File: config.mk
export PLATFORM = sky130hd
export DESIGN_NAME = char_lcd_nibble_sequencer
export DESIGN_NICKNAME = d
export VERILOG_FILES = /design/src/lcdns_pkg.sv /design/src/char_lcd_nibble_sequencer.sv /design/src/lcdns_req_decode.sv /design/src/lcdns_phase_gen.sv
export VERILOG_INCLUDE_DIRS = /design/src /design/src/src
export SDC_FILE = /design/constraint.sdc
export NUM_CORES = 1
export LEC_CHECK = 0
export ABC_AREA = 1
export BUFFER_PORTS_ARGS = -buffer_cell sky130_fd_sc_hd__buf_2
export CAP_MARGIN = 20
export CORE_MARGIN = 2
export CORE_UTILIZATION = 55
export CTS_CLUSTER_SIZE = 24
export DETAILED_ROUTE_END_ITERATION = 8
export HOLD_SLACK_MARGIN = 0.12
export MAX_ROUTING_LAYER = met4
export PLACE_DENSITY = 0.85
export REMOVE_ABC_BUFFERS = 1
export SETUP_SLACK_MARGIN = 0.2
export SYNTH_ARGS = -nofsm -noshare
export SYNTH_HDL_FRONTEND = slang
export SYNTH_SLANG_ARGS = --single-unit
File: constraint.sdc
create_clock -name i_clk -period 1.79 [get_ports i_clk]
set_input_delay 0.358 -clock i_clk [delete_from_list [all_inputs] [get_ports i_clk]]
set_output_delay 0.358 -clock i_clk [all_outputs]
set_load 0.02 [all_outputs]
File: src/char_lcd_nibble_sequencer_assert.svh
// ----------------------------------------------------------------------------
// char_lcd_nibble_sequencer assertion macros
// Clocked assertion wrappers with an active-low reset disable.
// ----------------------------------------------------------------------------
`ifndef CHAR_LCD_NIBBLE_SEQUENCER_ASSERT_SVH
`define CHAR_LCD_NIBBLE_SEQUENCER_ASSERT_SVH

`ifndef ASSERT_OFF

// antecedent |-> consequent in the same cycle
`define LCDNS_ASSERT_SAME(label, clk, rst_n, ante, cons) \
    label: assert property (@(posedge clk) disable iff (!rst_n) (ante) |-> (cons)) \
        else $error("lcdns assertion failed");

// antecedent |=> consequent in the next cycle
`define LCDNS_ASSERT_NEXT(label, clk, rst_n, ante, cons) \
    label: assert property (@(posedge clk) disable iff (!rst_n) (ante) |=> (cons)) \
        else $error("lcdns assertion failed");

`else

`define LCDNS_ASSERT_SAME(label, clk, rst_n, ante, cons)
`define LCDNS_ASSERT_NEXT(label, clk, rst_n, ante, cons)

`endif

`endif

File: src/lcdns_pkg.sv
// ----------------------------------------------------------------------------
// lcdns_pkg
// Types and constants shared by the character LCD nibble sequencer.
// ----------------------------------------------------------------------------
package lcdns_pkg;

    // request opcodes
    localparam logic [2:0] OP_INIT   = 3'd0;
    localparam logic [2:0] OP_CMD    = 3'd1;
    localparam logic [2:0] OP_DATA   = 3'd2;
    localparam logic [2:0] OP_CURSOR = 3'd3;
    localparam logic [2:0] OP_CLEAR  = 3'd4;
    localparam logic [2:0] OP_HOME   = 3'd5;

    // configuration register indexes
    localparam logic [1:0] CFG_SETUP  = 2'd0;
    localparam logic [1:0] CFG_PULSE  = 2'd1;
    localparam logic [1:0] CFG_SETTLE = 2'd2;

    localparam logic [15:0] RST_SETUP  = 16'd20;
    localparam logic [15:0] RST_PULSE  = 16'd20;
    localparam logic [15:0] RST_SETTLE = 16'd300;

    // LCD command bytes
    localparam logic [7:0] CMD_FUNC_SET   = 8'h28;
    localparam logic [7:0] CMD_CLEAR      = 8'h01;
    localparam logic [7:0] CMD_DISP_ON    = 8'h0C;
    localparam logic [7:0] CMD_HOME       = 8'h02;
    localparam logic [7:0] CMD_SET_DDRAM  = 8'h80;
    localparam logic [7:0] ROW1_OFFSET    = 8'h40;
    localparam logic [6:0] ROW_LEN        = 7'd40;

    // raw init nibbles and timing
    localparam logic [3:0]  NIB_WAKE      = 4'h3;
    localparam logic [3:0]  NIB_4BIT      = 4'h2;
    localparam logic [15:0] INIT_EDGE     = 16'd50;
    localparam logic [15:0] INIT_WAIT0    = 16'd4500;
    localparam logic [15:0] INIT_WAIT1    = 16'd1000;
    localparam logic [15:0] INIT_WAIT2    = 16'd100;

    // nibble indexes within an init or byte request
    localparam logic [3:0] IDX_RAW_LAST   = 4'd3;
    localparam logic [3:0] IDX_FUNC_SET   = 4'd4;
    localparam logic [3:0] IDX_CLEAR      = 4'd6;
    localparam logic [3:0] IDX_INIT_LAST  = 4'd9;
    localparam logic [3:0] IDX_BYTE_LAST  = 4'd1;

    // phase codes within one nibble
    localparam logic [1:0] PH_SETUP  = 2'd0;
    localparam logic [1:0] PH_PULSE  = 2'd1;
    localparam logic [1:0] PH_SETTLE = 2'd2;

    typedef struct packed {
        logic       init;
        logic [3:0] nib_idx;
        logic [1:0] phase;
    } t_step;

    typedef struct packed {
        logic        rs;
        logic [3:0]  nibble;
        logic        en;
        logic [15:0] hold;
    } t_phase;

    typedef struct packed {
        logic [15:0] setup;
        logic [15:0] pulse;
        logic [15:0] settle;
    } t_holds;

    typedef struct packed {
        logic       known;
        logic       init;
        logic       rs;
        logic [7:0] byte_val;
    } t_req;

endpackage

File: src/char_lcd_nibble_sequencer.sv
// ----------------------------------------------------------------------------
// char_lcd_nibble_sequencer
// Expands LCD requests into 4-bit bus pin phases, one phase per cycle.
//
//  channel  | signals                                        | handshake
//  ---------+------------------------------------------------+------------------
//  request  | i_opcode i_byte_value i_column i_row           | start && !busy
//  phase    | o_reg_select o_data_nibble o_enable_level      | o_phase_valid
//           | o_hold_units o_last_phase                      |
//  config   | i_cfg_idx i_cfg_data                           | i_cfg_we
//
// A request is taken when start is high and busy is low; busy then stays high
// while the shared phase unit forms the phases, one phase per cycle, and each
// phase is registered and appears on the outputs in the cycle after it is
// formed. A new request can be taken while the last phase is on the outputs.
// Opcodes 6 and 7 are taken and yield no phases. Synchronous reset clears the
// sequencer and loads the default hold times. The receiver cannot stall.
// ----------------------------------------------------------------------------
module char_lcd_nibble_sequencer (
    input  logic        i_clk,
    input  logic        i_rst_n,
    input  logic        start,
    output logic        busy,
    input  logic [2:0]  i_opcode,
    input  logic [7:0]  i_byte_value,
    input  logic [6:0]  i_column,
    input  logic        i_row,
    input  logic        i_cfg_we,
    input  logic [1:0]  i_cfg_idx,
    input  logic [15:0] i_cfg_data,
    output logic        o_phase_valid,
    output logic        o_reg_select,
    output logic [3:0]  o_data_nibble,
    output logic        o_enable_level,
    output logic [15:0] o_hold_units,
    output logic        o_last_phase
);

    `include "char_lcd_nibble_sequencer_assert.svh"

    lcdns_pkg::t_req   req;
    lcdns_pkg::t_phase phase;
    lcdns_pkg::t_holds r_holds;
    lcdns_pkg::t_step  r_step, n_step;
    logic              r_busy, n_busy;
    logic              r_rs;
    logic [7:0]        r_byte;
    lcdns_pkg::t_phase r_out;
    logic              r_out_valid;
    logic              r_out_last;
    logic              accept;
    logic              step_last;

    lcdns_req_decode u_decode (
        .i_opcode     (i_opcode),
        .i_byte_value (i_byte_value),
        .i_column     (i_column),
        .i_row        (i_row),
        .o_req        (req)
    );

    lcdns_phase_gen u_phase (
        .i_step  (r_step),
        .i_rs    (r_rs),
        .i_byte  (r_byte),
        .i_holds (r_holds),
        .o_phase (phase)
    );

    assign accept    = start && !r_busy;
    assign step_last = (r_step.phase == lcdns_pkg::PH_SETTLE) &&
                       (r_step.nib_idx == (r_step.init ? lcdns_pkg::IDX_INIT_LAST
                                                        : lcdns_pkg::IDX_BYTE_LAST));

    always_comb begin
        n_busy = r_busy;
        n_step = r_step;
        if (accept) begin
            n_busy         = req.known;
            n_step.init    = req.init;
            n_step.nib_idx = 4'd0;
            n_step.phase   = lcdns_pkg::PH_SETUP;
        end else if (r_busy) begin
            if (step_last) begin
                n_busy = 1'b0;
            end else if (r_step.phase == lcdns_pkg::PH_SETTLE) begin
                n_step.phase   = lcdns_pkg::PH_SETUP;
                n_step.nib_idx = r_step.nib_idx + 4'd1;
            end else begin
                n_step.phase   = r_step.phase + 2'd1;
            end
        end
    end

    always_ff @(posedge i_clk) begin
        if (!i_rst_n) begin
            r_busy         <= 1'b0;
            r_step         <= '0;
            r_out_valid    <= 1'b0;
            r_holds.setup  <= lcdns_pkg::RST_SETUP;
            r_holds.pulse  <= lcdns_pkg::RST_PULSE;
            r_holds.settle <= lcdns_pkg::RST_SETTLE;
        end else begin
            r_busy      <= n_busy;
            r_step      <= n_step;
            r_out_valid <= r_busy;
            if (i_cfg_we) begin
                unique case (i_cfg_idx)
                    lcdns_pkg::CFG_SETUP:  r_holds.setup  <= i_cfg_data;
                    lcdns_pkg::CFG_PULSE:  r_holds.pulse  <= i_cfg_data;
                    lcdns_pkg::CFG_SETTLE: r_holds.settle <= i_cfg_data;
                    default: ;
                endcase
            end
        end
    end

    always_ff @(posedge i_clk) begin
        if (accept) begin
            r_rs   <= req.rs;
            r_byte <= req.byte_val;
        end
        r_out      <= phase;
        r_out_last <= step_last;
    end

    assign busy           = r_busy;
    assign o_phase_valid  = r_out_valid;
    assign o_reg_select   = r_out.rs;
    assign o_data_nibble  = r_out.nibble;
    assign o_enable_level = r_out.en;
    assign o_hold_units   = r_out.hold;
    assign o_last_phase   = r_out_valid && r_out_last;

    // last phase on the pins means the sequencer is free
    `LCDNS_ASSERT_SAME(a_last_frees, i_clk, i_rst_n, o_last_phase, !busy)
    // every busy cycle yields a phase
    `LCDNS_ASSERT_NEXT(a_busy_emits, i_clk, i_rst_n, busy, o_phase_valid)
    // no gaps inside a request
    `LCDNS_ASSERT_NEXT(a_no_gap, i_clk, i_rst_n, o_phase_valid && !o_last_phase, o_phase_valid)
    // enable high is followed by enable low on the same nibble
    `LCDNS_ASSERT_NEXT(a_pulse_fall, i_clk, i_rst_n, o_phase_valid && o_enable_level, o_phase_valid && !o_enable_level && $stable(o_data_nibble))

endmodule

File: src/lcdns_req_decode.sv
// ----------------------------------------------------------------------------
// lcdns_req_decode
// Decodes a request into the byte to send, register select and init flag;
// forms the set-cursor command with row wrap.
// ----------------------------------------------------------------------------
module lcdns_req_decode (
    input  logic [2:0]        i_opcode,
    input  logic [7:0]        i_byte_value,
    input  logic [6:0]        i_column,
    input  logic              i_row,
    output lcdns_pkg::t_req   o_req
);

    logic       wrap;
    logic [6:0] col_w;
    logic [7:0] cursor_cmd;

    assign wrap       = (i_column > lcdns_pkg::ROW_LEN) && !i_row;
    assign col_w      = wrap ? ((i_column - lcdns_pkg::ROW_LEN) | 7'h40) : i_column;
    assign cursor_cmd = ({1'b0, col_w} + (i_row ? lcdns_pkg::ROW1_OFFSET : 8'h00))
                        | lcdns_pkg::CMD_SET_DDRAM;

    always_comb begin
        o_req.known    = 1'b1;
        o_req.init     = 1'b0;
        o_req.rs       = 1'b0;
        o_req.byte_val = 8'h00;
        unique case (i_opcode)
            lcdns_pkg::OP_INIT:   o_req.init     = 1'b1;
            lcdns_pkg::OP_CMD:    o_req.byte_val = i_byte_value;
            lcdns_pkg::OP_DATA: begin
                o_req.rs       = 1'b1;
                o_req.byte_val = i_byte_value;
            end
            lcdns_pkg::OP_CURSOR: o_req.byte_val = cursor_cmd;
            lcdns_pkg::OP_CLEAR:  o_req.byte_val = lcdns_pkg::CMD_CLEAR;
            lcdns_pkg::OP_HOME:   o_req.byte_val = lcdns_pkg::CMD_HOME;
            default:              o_req.known    = 1'b0;
        endcase
    end

endmodule

File: src/lcdns_phase_gen.sv
// ----------------------------------------------------------------------------
// lcdns_phase_gen
// Shared phase unit: maps a sequencer step to the pin levels and hold time
// of one bus phase.
// ----------------------------------------------------------------------------
module lcdns_phase_gen (
    input  lcdns_pkg::t_step  i_step,
    input  logic              i_rs,
    input  logic [7:0]        i_byte,
    input  lcdns_pkg::t_holds i_holds,
    output lcdns_pkg::t_phase o_phase
);

    logic             raw;
    logic [7:0]       cur_byte;
    logic [3:0]       nibble;
    lcdns_pkg::t_holds holds;

    assign raw = i_step.init && (i_step.nib_idx <= lcdns_pkg::IDX_RAW_LAST);

    always_comb begin
        if (!i_step.init) begin
            cur_byte = i_byte;
        end else if (i_step.nib_idx < lcdns_pkg::IDX_CLEAR) begin
            cur_byte = lcdns_pkg::CMD_FUNC_SET;
        end else if (i_step.nib_idx < lcdns_pkg::IDX_FUNC_SET + 4'd4) begin
            cur_byte = lcdns_pkg::CMD_CLEAR;
        end else begin
            cur_byte = lcdns_pkg::CMD_DISP_ON;
        end
    end

    always_comb begin
        if (raw) begin
            nibble       = (i_step.nib_idx == lcdns_pkg::IDX_RAW_LAST) ?
                           lcdns_pkg::NIB_4BIT : lcdns_pkg::NIB_WAKE;
            holds.setup  = lcdns_pkg::INIT_EDGE;
            holds.pulse  = lcdns_pkg::INIT_EDGE;
            case (i_step.nib_idx[1:0])
                2'd0:    holds.settle = lcdns_pkg::INIT_WAIT0;
                2'd1:    holds.settle = lcdns_pkg::INIT_WAIT1;
                default: holds.settle = lcdns_pkg::INIT_WAIT2;
            endcase
        end else begin
            // even index carries the high nibble
            nibble = i_step.nib_idx[0] ? cur_byte[3:0] : cur_byte[7:4];
            holds  = i_holds;
        end
    end

    always_comb begin
        o_phase.rs     = i_step.init ? 1'b0 : i_rs;
        o_phase.nibble = nibble;
        unique case (i_step.phase)
            lcdns_pkg::PH_SETUP: begin
                o_phase.en   = 1'b0;
                o_phase.hold = holds.setup;
            end
            lcdns_pkg::PH_PULSE: begin
                o_phase.en   = 1'b1;
                o_phase.hold = holds.pulse;
            end
            default: begin
                o_phase.en   = 1'b0;
                o_phase.hold = holds.settle;
            end
        endcase
    end

endmodule
==> results of run 1 <==
synth_stat cells (all sizes together):
library cell,number,area share
nand4,4,0.0066
a21oi,7,0.0092
dfxtp,80,0.42
nand2,120,0.12
o211ai,2,0.0039
or2,1,0.0016
nand3,51,0.070
clkbuf,6,0.0059
inv,33,0.033
o32ai,1,0.0023
o22ai,3,0.0049
clkinv,1,0.00098
edfxtp,9,0.071
a31oi,1,0.0016
nor3,1,0.0013
o21ai,51,0.067
buf,16,0.035
ha,6,0.020
nor2,109,0.12
a22o,1,0.0023
xor2,1,0.0023
worst paths after layout:
check	startpoint	endpoint	slack [ns]	cells after the start
worst max register to register	r_step[3]	r_step[1]	0.37	9
worst min register to register	r_holds[3]	r_holds[3]	0.46	2
worst min-delay path	i_cfg_data[8]	r_holds[8]	0.23	3
worst max-delay path	busy	busy	0.26	1
final cells by class:
class / count / area [um2] / share of cell area
flip-flops and latches: 89 / 1870 / 0.431
multi-input cells: 359 / 1660 / 0.381
repair buffers: 76 / 408 / 0.0939
inverters: 34 / 130 / 0.0300
clock buffers: 9 / 124 / 0.0285
well taps: 80 / 100 / 0.0231
clock inverters: 7 / 52.6 / 0.0121
cell usage in the layout, fill, tap and decap left out, types with 2 or more instances in the layout:
master / n
nand2_1: 113
nor2_1: 102
dfxtp_1: 80
buf_2: 65
o21ai_0: 51
nand3_1: 50
inv_1: 23
buf_4: 11
inv_2: 9
clkbuf_8: 9
edfxtp_1: 9
a21oi_1: 7
nand2_2: 6
ha_1: 6
nor2_4: 4
nand4_1: 4
nor2_2: 3
o22ai_1: 3
inv_4: 2
o211ai_1: 2
clkinvlp_4: 2
inv_6: 2
per-stage QoR:
stage | utilization | instance area [um2]
after floorplan | - | 3660
after CTS | 0.643 | 4340
after detailed placement | 0.616 | 4170
after global routing | 0.643 | 4340
final | 0.643 | 4340
after global placement | 0.616 | 4170
layer usage:
metal | routed length, um | vias up | global-route usage
li1 | - | 1750 | -
met1 | 3880 | 1576 | 0.304
met2 | 4110 | 120 | 0.386
met3 | 440 | 17 | 0.0389
met4 | 210 | 0 | 0.123
met5 | 0 | - | -
sequential cells by signal, summed over array words and instances, names as in the netlist, 4 cells and up:
| register | count |
|---|---|
| r_holds | 48 |
| r_step | 7 |
| o_data_nibble | 4 |
| r_byte | 8 |
| o_hold_units | 16 |
power by group through the flow:
| stage | combinational, uW | sequential [uW] | clock, uW |
|---|---|---|---|
| detailed placement | 512 | 2240 | 0 |
| global route | 575 | 2210 | 1340 |
| global placement | 493 | 2240 | 0 |
| CTS | 514 | 2200 | 1270 |
| floorplan | 231 | 2300 | 0 |
| finish | 518 | 2200 | 1250 |
logic make-up (layout without fill, tap and decap cells):
family,Yosys count,in the layout,share of synthesized area
AO/OA/AOI/OAI,66,66,0.0912
XOR/XNOR,1,1,0.00230
flip-flops,89,89,0.491
AND/OR/NAND/NOR,286,286,0.321
buffers and inverters,56,126,0.0748
adder cells (fa/ha/maj),6,6,0.0197
worst min-delay path: cells and delay by family:
family / cells / cell delay [ns]
and+or+nand+nor: 2 / 0.11
buffers and inverters: 1 / 0.10
==> impl_results.md, run 1 <==
- Final setup viols: 0
- Max-cap violations: 0
- CORE AREA: 6760 um2
- Synthesized area: 3810 um2
- Drt wl/cell: 13.2 um
- Die area: 7610 um2
- # placed instances: 638
- Max rail drop VDD: 0.000434 V
- Routed vias/inst: 5.30
- TritonCTS clock tree: done
- Worst Hold Class: in -> reg
- Clock Path Buffers: 2
- Final hold violations: 0
- Antenna cells: 0
- Leakage power: 0.00212 uW
- Inserted Clock Buffers: 9
- Layout cells sized above 1: 0.204
- Gr ovfl total: 0
- Cell variety after synth: 31
- Fillers: 576
- Routed Antenna Nets: 0
- Syn_area_per_cell: 7.56 um2
- Crit-path cells: buf_2
- Switching pwr: 1130 uW
- Top Ports: 66
- Initial Util: 0.564
- CP required: 1.43 ns
- Pint: 2840 uW
- GP Congestion: 0.815
- Slew at the pin with the worst max-slew slack: 0.465 ns
- CP peak stage delay: 0.56 ns
- Pwr Total: 3970 uW
- Final worst setup slack: 0.261 ns
- Peak Freq: 654 MHz
- First-pass GRT wire length: 14.2 mm
- CP delay by family, top: flip-flops
- Initial DRC count: 204
- FP Rows: 30
- Synth Instances: 504
- Post-DP HPWL: 6.07 mm
- Crit path DAT: 1.17 ns
- CP Max Fanout: 7
- Power density over the cells: 914 nW/um2
- Initial antenna violation count: 0
- DRT Wirelength: 8.65 mm
- Total GRT Usage: 0.245
- Combinational power share: 0.130
- Area Growth Syn to Fin: 13.9%
- Clock share of power: 0.316
- Setup Skew: 0.00892 ns
- Root buf cell: clkbuf_8
- Non-filler cells, final: 654
- Clock sink count: 89
- H-Tree Depth: 3
- # resized after CTS: 0
- Setup tns final: 0 ns
- Post-route DRC: 0
- Final period utilization: 0.854
- Setup CP Type: reg -> out
- Final nets: 616
- YS warnings: 0
- Clock latency on the worst-skew pair: 0.37 ns
- Crit end category: output port
- Largest net degree at the start of global routing: 21
- Status: finished clean
- Setup crit start kind: flip-flop
- Final Slew Violations: 0
- Flop pwr share: 0.554
- Min Hold Slack: 0.227 ns
- Vias in the first global route: 3,265
- Worst rel slew slack: 0.689
- Critical path buffers and inverters: 1
- RSZ-0062 raised after global routing: no
- Post-CTS setup buffers: 0
- Critical path's slowest cell: dfxtp_1
- IO Port Bufs: 65
- Die width: 87.3 um
- Period minus WS final: 1.53 ns
- Switching part of the total: 0.285
- Number of synthesized register bits: 89
- Vert. Die Dim: 87.3 um
- Hold_buf cts: 0
- Clk slew on worst S/H paths: 0.09 ns
- Post-Place Worst Slack: 0.125 ns
- Vias: 3,463
- Drt pass-1 iters: 4
- Seq/Total Area, Yosys: 0.491
Power figures use the tool's default switching activity.
==> run 2, diff against run 1 <==
CORE_ASPECT_RATIO = 0.7   (was unset)
CORE_UTILIZATION = 45   (was 55)
PLACE_DENSITY = 0.72   (was 0.85)
==> run 2 against run 1 <==
Clock skew is essentially flat. Hold slack improved by 0.045 ns. Total power increased by 13%. Critical path depth rose by 8. First-iteration DRC count is 56% higher. Via count up 0.75%. Core utilization down 10 points. Sequential cell count is the same. Sequential power barely moved. Setup slack better by 0.080 ns. Die area rose by 21%. Largest cell class unchanged. Highest routed layer unchanged.
==> impl_results.md, run 2 (synthesized netlist as in run 1, its figures left out) <==
- Layout cells sized above 1: 0.204 (+0.000356)
- R2R Path End: r_step[1]
- Crit path DAT: 1.69 ns (+0.52 ns)
- Final hold violations: 0 (unchanged)
- Setup Skew: 0.00853 ns (-0.000391 ns)
- Drt wl/cell: 13.6 um (+2.7%)
- Final worst setup slack: 0.341 ns (+0.0802 ns)
- Clk slew on worst S/H paths: 0.06 ns (-0.03 ns)
- CORE AREA: 8340 um2 (+23%)
- Die width: 114 um (+31%)
- Routed Antenna Nets: 0 (unchanged)
- Post-route DRC: 0 (unchanged)
- Peak Freq: 690 MHz (+5.5%)
- Final period utilization: 0.809 (-0.0448)
- Antenna cells: 0 (unchanged)
- CP required: 2.03 ns (+0.60 ns)
- Largest Register: r_holds
- RSZ-0062 raised after global routing: no
- Power density over the cells: 1000 nW/um2 (+9.6%)
- Most common cell after layout, fill and taps aside: nand2_1
- Setup tns final: 0 ns (unchanged)
- RR Startpoint: r_step[3]
- H-Tree Depth: 3 (unchanged)
- FP Rows: 28 (-6.7%)
- Worst path most repeated cell: nor2_1
- Worst Hold Class: in -> reg
- CP Max Fanout: 5 (-2)
- Worst rel slew slack: 0.689 (about the same)
- Crit-path cells: inv_1 > ha_2 > nand2_1 > nor2_4 > nand2_4 > nand2_2 > clkinv_1 > nor2_1 > nor2_1
- Inserted Clock Buffers: 9 (unchanged)
- Clock latency on the worst-skew pair: 0.34 ns (-0.03 ns)
- Initial DRC count: 319 (+56%)
- Met3 Wirelength: 591 um (+34%)
- Total GRT Usage: 0.217 (-0.0276)
- Drt pass-1 iters: 5 (+1)
- Crit end category: flip-flop
- Initial antenna violation count: 0 (unchanged)
- Post-Place Worst Slack: 0.119 ns (-0.00659 ns)
- GP Congestion: 0.787 (-3.4%)
- Final Slew Violations: 0 (unchanged)
- Final nets: 615 (-0.16%)
- Post-DP HPWL: 6.43 mm (+5.9%)
- Vias: 3,489 (+0.75%)
- First-pass GRT wire length: 15.1 mm (+6.6%)
- Hold path startpoint: i_cfg_data[4]
- Final setup viols: 0 (unchanged)
- Leakage power: 0.00217 uW (+2.5%)
- Worst Hold Endpoint: r_holds[36]
- CP peak stage delay: 0.35 ns (-0.21 ns)
- Hold path cells: 3 (unchanged)
- R2R Setup Slk: 0.34 ns (-0.03 ns)
- Slew at the pin with the worst max-slew slack: 0.465 ns (+0.000834 ns)
- Die area: 9240 um2 (+21%)
- Max-cap violations: 0 (unchanged)
- Most frequent cells in the layout: nand2_1, nor2_1, dfxtp_1
- Setup CP Type: reg -> reg
- WL met2: 4.23 mm (+2.9%)
- Top Ports: 66 (unchanged)
- Clock Path Buffers: 2 (unchanged)
- Gr ovfl total: 0 (unchanged)
- Vias in the first global route: 3,160 (-3.2%)
- Clock sink count: 89 (unchanged)
- Register-to-Register Path Depth: 9 (unchanged)
- Top Layer Used: met4
- IO Port Bufs: 65 (unchanged)
- Routed vias/inst: 5.15 (-2.8%)
- Initial Util: 0.457 (-0.107)
- Vert. Die Dim: 81.0 um (-7.2%)
- Period minus WS final: 1.45 ns (-0.0802 ns)
- Critical path's slowest cell: dfxtp_1
- WL met1: 4.26 mm (+9.6%)
- Setup crit start kind: flip-flop
- Max reg flops: 48 (unchanged)
- Largest net degree at the start of global routing: 46 (+120%)
- Root buf cell: clkbuf_16
- Hold_buf cts: 0 (unchanged)
- TritonCTS clock tree: done
- Status: finished clean
- Area Growth Syn to Fin: 17.7%
- DRT Wirelength: 9.21 mm (+6.5%)
- Max rail drop VDD: 0.000529 V (+22%)
run 2: final cells by class:
cell class	instances	area, um2
flip-flops and latches	89	1870
repair buffers	75	413
well taps	105	131
clock buffers	11	253
clock inverters	5	28.8
multi-input cells	359	1660
fillers	825	3850
inverters	34	130
run 2: repair_timing:
item	4_1_cts	5_1_grt
setup endpoints to repair	0	1
setup buffers	0	0
endpoints found under the hold margin	0	0
gates resized for setup	0	2
run 2: power breakdown:
part	total [uW]	internal, uW	switching [uW]
Sequential	2200	2140	53.0
Clock	1770	1010	758
Combinational	526	184	343
Total	4490	3340	1150
run 2: through the flow:
step / util / power [uW] / hold WS, ns / instances / cell area (um2)
2_1_floorplan: - / 2530 / 0.424 / 482 / 3660
5_1_grt: 0.538 / 4690 / 0.276 / 678 / 4490
3_3_place_gp: 0.504 / 2750 / 0.435 / 662 / 4200
4_1_cts: 0.538 / 4520 / 0.266 / 678 / 4480
6_report: 0.538 / 4490 / 0.272 / 678 / 4490
3_5_place_dp: 0.504 / 2760 / 0.439 / 662 / 4200
run 2: routing by layer:
metal,track usage,up-vias
met3,0.0560,12
met5,-,-
met2,0.320,106
met4,0.0768,0
met1,0.291,1621
li1,-,1750
run 2: worst max path at each step:
stage,cells past startpoint,slack [ns],from,to
floorplan,8,0.41,i_column[3],r_byte[5]
global placement,9,0.24,i_column[3],r_byte[3]
detailed placement,10,0.12,i_column[3],r_byte[4]
CTS,9,0.34,r_step[3],r_step[1]
global route,9,0.21,r_step[3],r_step[0]
finish,9,0.34,r_step[3],r_step[1]
run 2: critical path, delay by kind of cell, from the launching register on:
family / cells / cell delay [ns]
adder cells (fa/ha/maj): 1 / 0.23
AND/OR/NAND/NOR: 6 / 0.52
buffers and inverters: 2 / 0.24
flip-flops: 1 / 0.35
==> run 3, diff against run 2 <==
clock period = 1.5 ns   (was 1.79 ns; I/O delays follow)
==> run 3 against run 2 <==
Global-route usage is 0.75 points lower. Wire length down 0.42%. Sequential cell count did not move. Clock power up 20%. Register-to-register slack lost 0.11 ns. Total power up 20%. Cell count rose by 2.4%. Critical endpoint is now o_hold_units[5].
==> impl_results.md, run 3 (synthesized netlist as in run 1, its figures left out) <==
- Post-DP HPWL: 6.46 mm (+0.48%)
- IO Port Bufs: 65 (unchanged)
- FP Rows: 28 (unchanged)
- Largest net degree at the start of global routing: 30 (-35%)
- R2R Setup Slk: 0.23 ns (-0.11 ns)
- CP Max Fanout: 5 (unchanged)
- Clock latency on the worst-skew pair: 0.33 ns (about the same)
- CORE AREA: 8340 um2 (unchanged)
- First-pass GRT wire length: 14.6 mm (-3.1%)
- Max rail drop VDD: 0.000829 V (+57%)
- # placed instances: 671 (+1.4%)
- Met3 Wirelength: 653 um (+10%)
- Critical Path Sink: o_hold_units[5]
- Max reg flops: 48 (unchanged)
- Register-to-Register Path Depth: 7 (-2)
- Top Layer Used: met4
- Most common cell after layout, fill and taps aside: nand2_1
- Setup crit start: r_step[2]
- Inserted Clock Buffers: 9 (unchanged)
- Clk slew on worst S/H paths: 0.06 ns (about the same)
- Drt wl/cell: 13.2 um (-2.7%)
- Multi-input gate area: 1690 um2 (+1.9%)
- Worst Hold Class: in -> reg
- Crit end category: flip-flop
- Status: finished clean
- WL met2: 4.10 mm (-3.1%)
- Non-filler cells, final: 694 (+2.4%)
- R2R Path End: o_hold_units[5]
- Peak Freq: 790 MHz (+14%)
- Worst rel slew slack: 0.716 (+0.0280)
- Gr ovfl total: 0 (unchanged)
- Final period utilization: 0.844 (+0.0344)
- Final setup viols: 0 (unchanged)
- Largest Register: r_holds
- Leakage power: 0.00228 uW (+4.7%)
- TritonCTS clock tree: done
- H-Tree Depth: 3 (unchanged)
- Period minus WS final: 1.27 ns (-0.183 ns)
- Area Growth Syn to Fin: 22.7%
- Most frequent cells in the layout: nand2_1, nor2_1, dfxtp_1
- Die width: 114 um (unchanged)
- Root buf cell: clkbuf_16
- Top Ports: 66 (unchanged)
- Routed vias/inst: 5.05 (-1.9%)
- RSZ-0062 raised after global routing: no
- Total GRT Usage: 0.210 (-0.00751)
- Die area: 9240 um2 (unchanged)
- Initial DRC count: 283 (-11%)
- Initial Util: 0.457 (unchanged)
- Clock sink count: 89 (unchanged)
- Final hold violations: 0 (unchanged)
- Post-route DRC: 0 (unchanged)
- Slew at the pin with the worst max-slew slack: 0.424 ns (-0.0418 ns)
- CP required: 1.77 ns (-0.26 ns)
- Setup crit start kind: flip-flop
- Vias in the first global route: 3,061 (-3.1%)
- Antenna cells: 0 (unchanged)
- Crit path DAT: 1.54 ns (-0.15 ns)
- DRT Wirelength: 9.17 mm (-0.42%)
- Final nets: 632 (+2.8%)
- Vias: 3,502 (+0.37%)
- Power density over the cells: 1150 nW/um2 (+15%)
- Setup CP Type: reg -> reg
- Vert. Die Dim: 81.0 um (unchanged)
- Sequential cell area: 1880 um2 (+0.40%)
- Hold_buf cts: 0 (unchanged)
- Final Slew Violations: 0 (unchanged)
- Setup Skew: 0.00516 ns (-0.00337 ns)
- Clock Path Buffers: 2 (unchanged)
- Max-cap violations: 0 (unchanged)
- Initial antenna violation count: 0 (unchanged)
- Final worst setup slack: 0.234 ns (-0.107 ns)
- WL met1: 4.32 mm (+1.6%)
- Post-Place Worst Slack: -0.0686 ns (-0.187 ns)
- Drt pass-1 iters: 5 (unchanged)
- GP Congestion: 0.807 (+2.5%)
- Layout cells sized above 1: 0.239 (+0.0352)
- Fillers: 791 (-4.1%)
- RR Startpoint: r_step[2]
- Routed Antenna Nets: 0 (unchanged)
- Pwr Total: 5400 uW (+20%)
-- run 3: cell types whose count changed in the layout (fill, tap and decap cells not counted), moves of 2 or more --
cell | before | now
dfxtp_2 | 1 | 4
dfxtp_1 | 79 | 75
buf_4 | 9 | 25
nand2_4 | 1 | 3
-- run 3: timing repair --
action,CTS,global route
setup endpoints to repair,15,16
hold endpoints to repair,0,0
buffers inserted,0,8
resized for setup,9,11
pin swaps,0,7
-- run 3: stage by stage --
| step | util | setup TNS [ns] | cell area [um2] | hold WS, ns |
|---|---|---|---|---|
| floorplan | - | 0 | 3660 | 0.384 |
| global placement | 0.514 | 0 | 4280 | 0.439 |
| detailed placement | 0.514 | -0.239 | 4280 | 0.447 |
| CTS | 0.551 | 0 | 4590 | 0.194 |
| global route | 0.561 | 0 | 4680 | 0.212 |
| finish | 0.561 | 0 | 4680 | 0.206 |
-- run 3: area by class of cell --
cell class / instances / area share
Clock buffer: 12 / 0.0572
Clock inverter: 3 / 0.00321
Inverter: 34 / 0.0289
Multi-Input combinational cell: 359 / 0.361
Sequential cell: 89 / 0.402
Tap cell: 105 / 0.0281
Timing Repair Buffer: 92 / 0.120
-- run 3: routing by layer --
metal / GRT usage / vias to the layer above
met2: 0.311 / 122
met1: 0.281 / 1587
met4: 0.0683 / 0
met5: - / -
met3: 0.0537 / 7
li1: - / 1786
-- run 3: worst min path at each step --
stage / from / endpoint / cells after the start
2_1_floorplan: i_rst_n / r_holds[34] / 1
6_report: i_cfg_data[4] / r_holds[36] / 3
3_3_place_gp: r_holds[2] / r_holds[2] / 2
4_1_cts: i_cfg_data[4] / r_holds[36] / 3
5_1_grt: i_cfg_data[4] / r_holds[36] / 3
3_5_place_dp: r_holds[2] / r_holds[2] / 2
-- run 3: critical path, stage by stage, from the launching register on --
cell and delay (ns):
dfxtp_4 0.37, inv_1 0.07, buf_4 0.15, ha_1 0.18, or2_1 0.23, nand2_1 0.07
nand2_1 0.06, nand3_2 0.06
-- run 3: power by group --
part	internal [uW]	total [uW]	leakage [uW]	switching (uW)
clock	1250	2120	0.000143	872
sequential	2560	2620	0.000748	59.3
combinational	242	657	0.00138	414
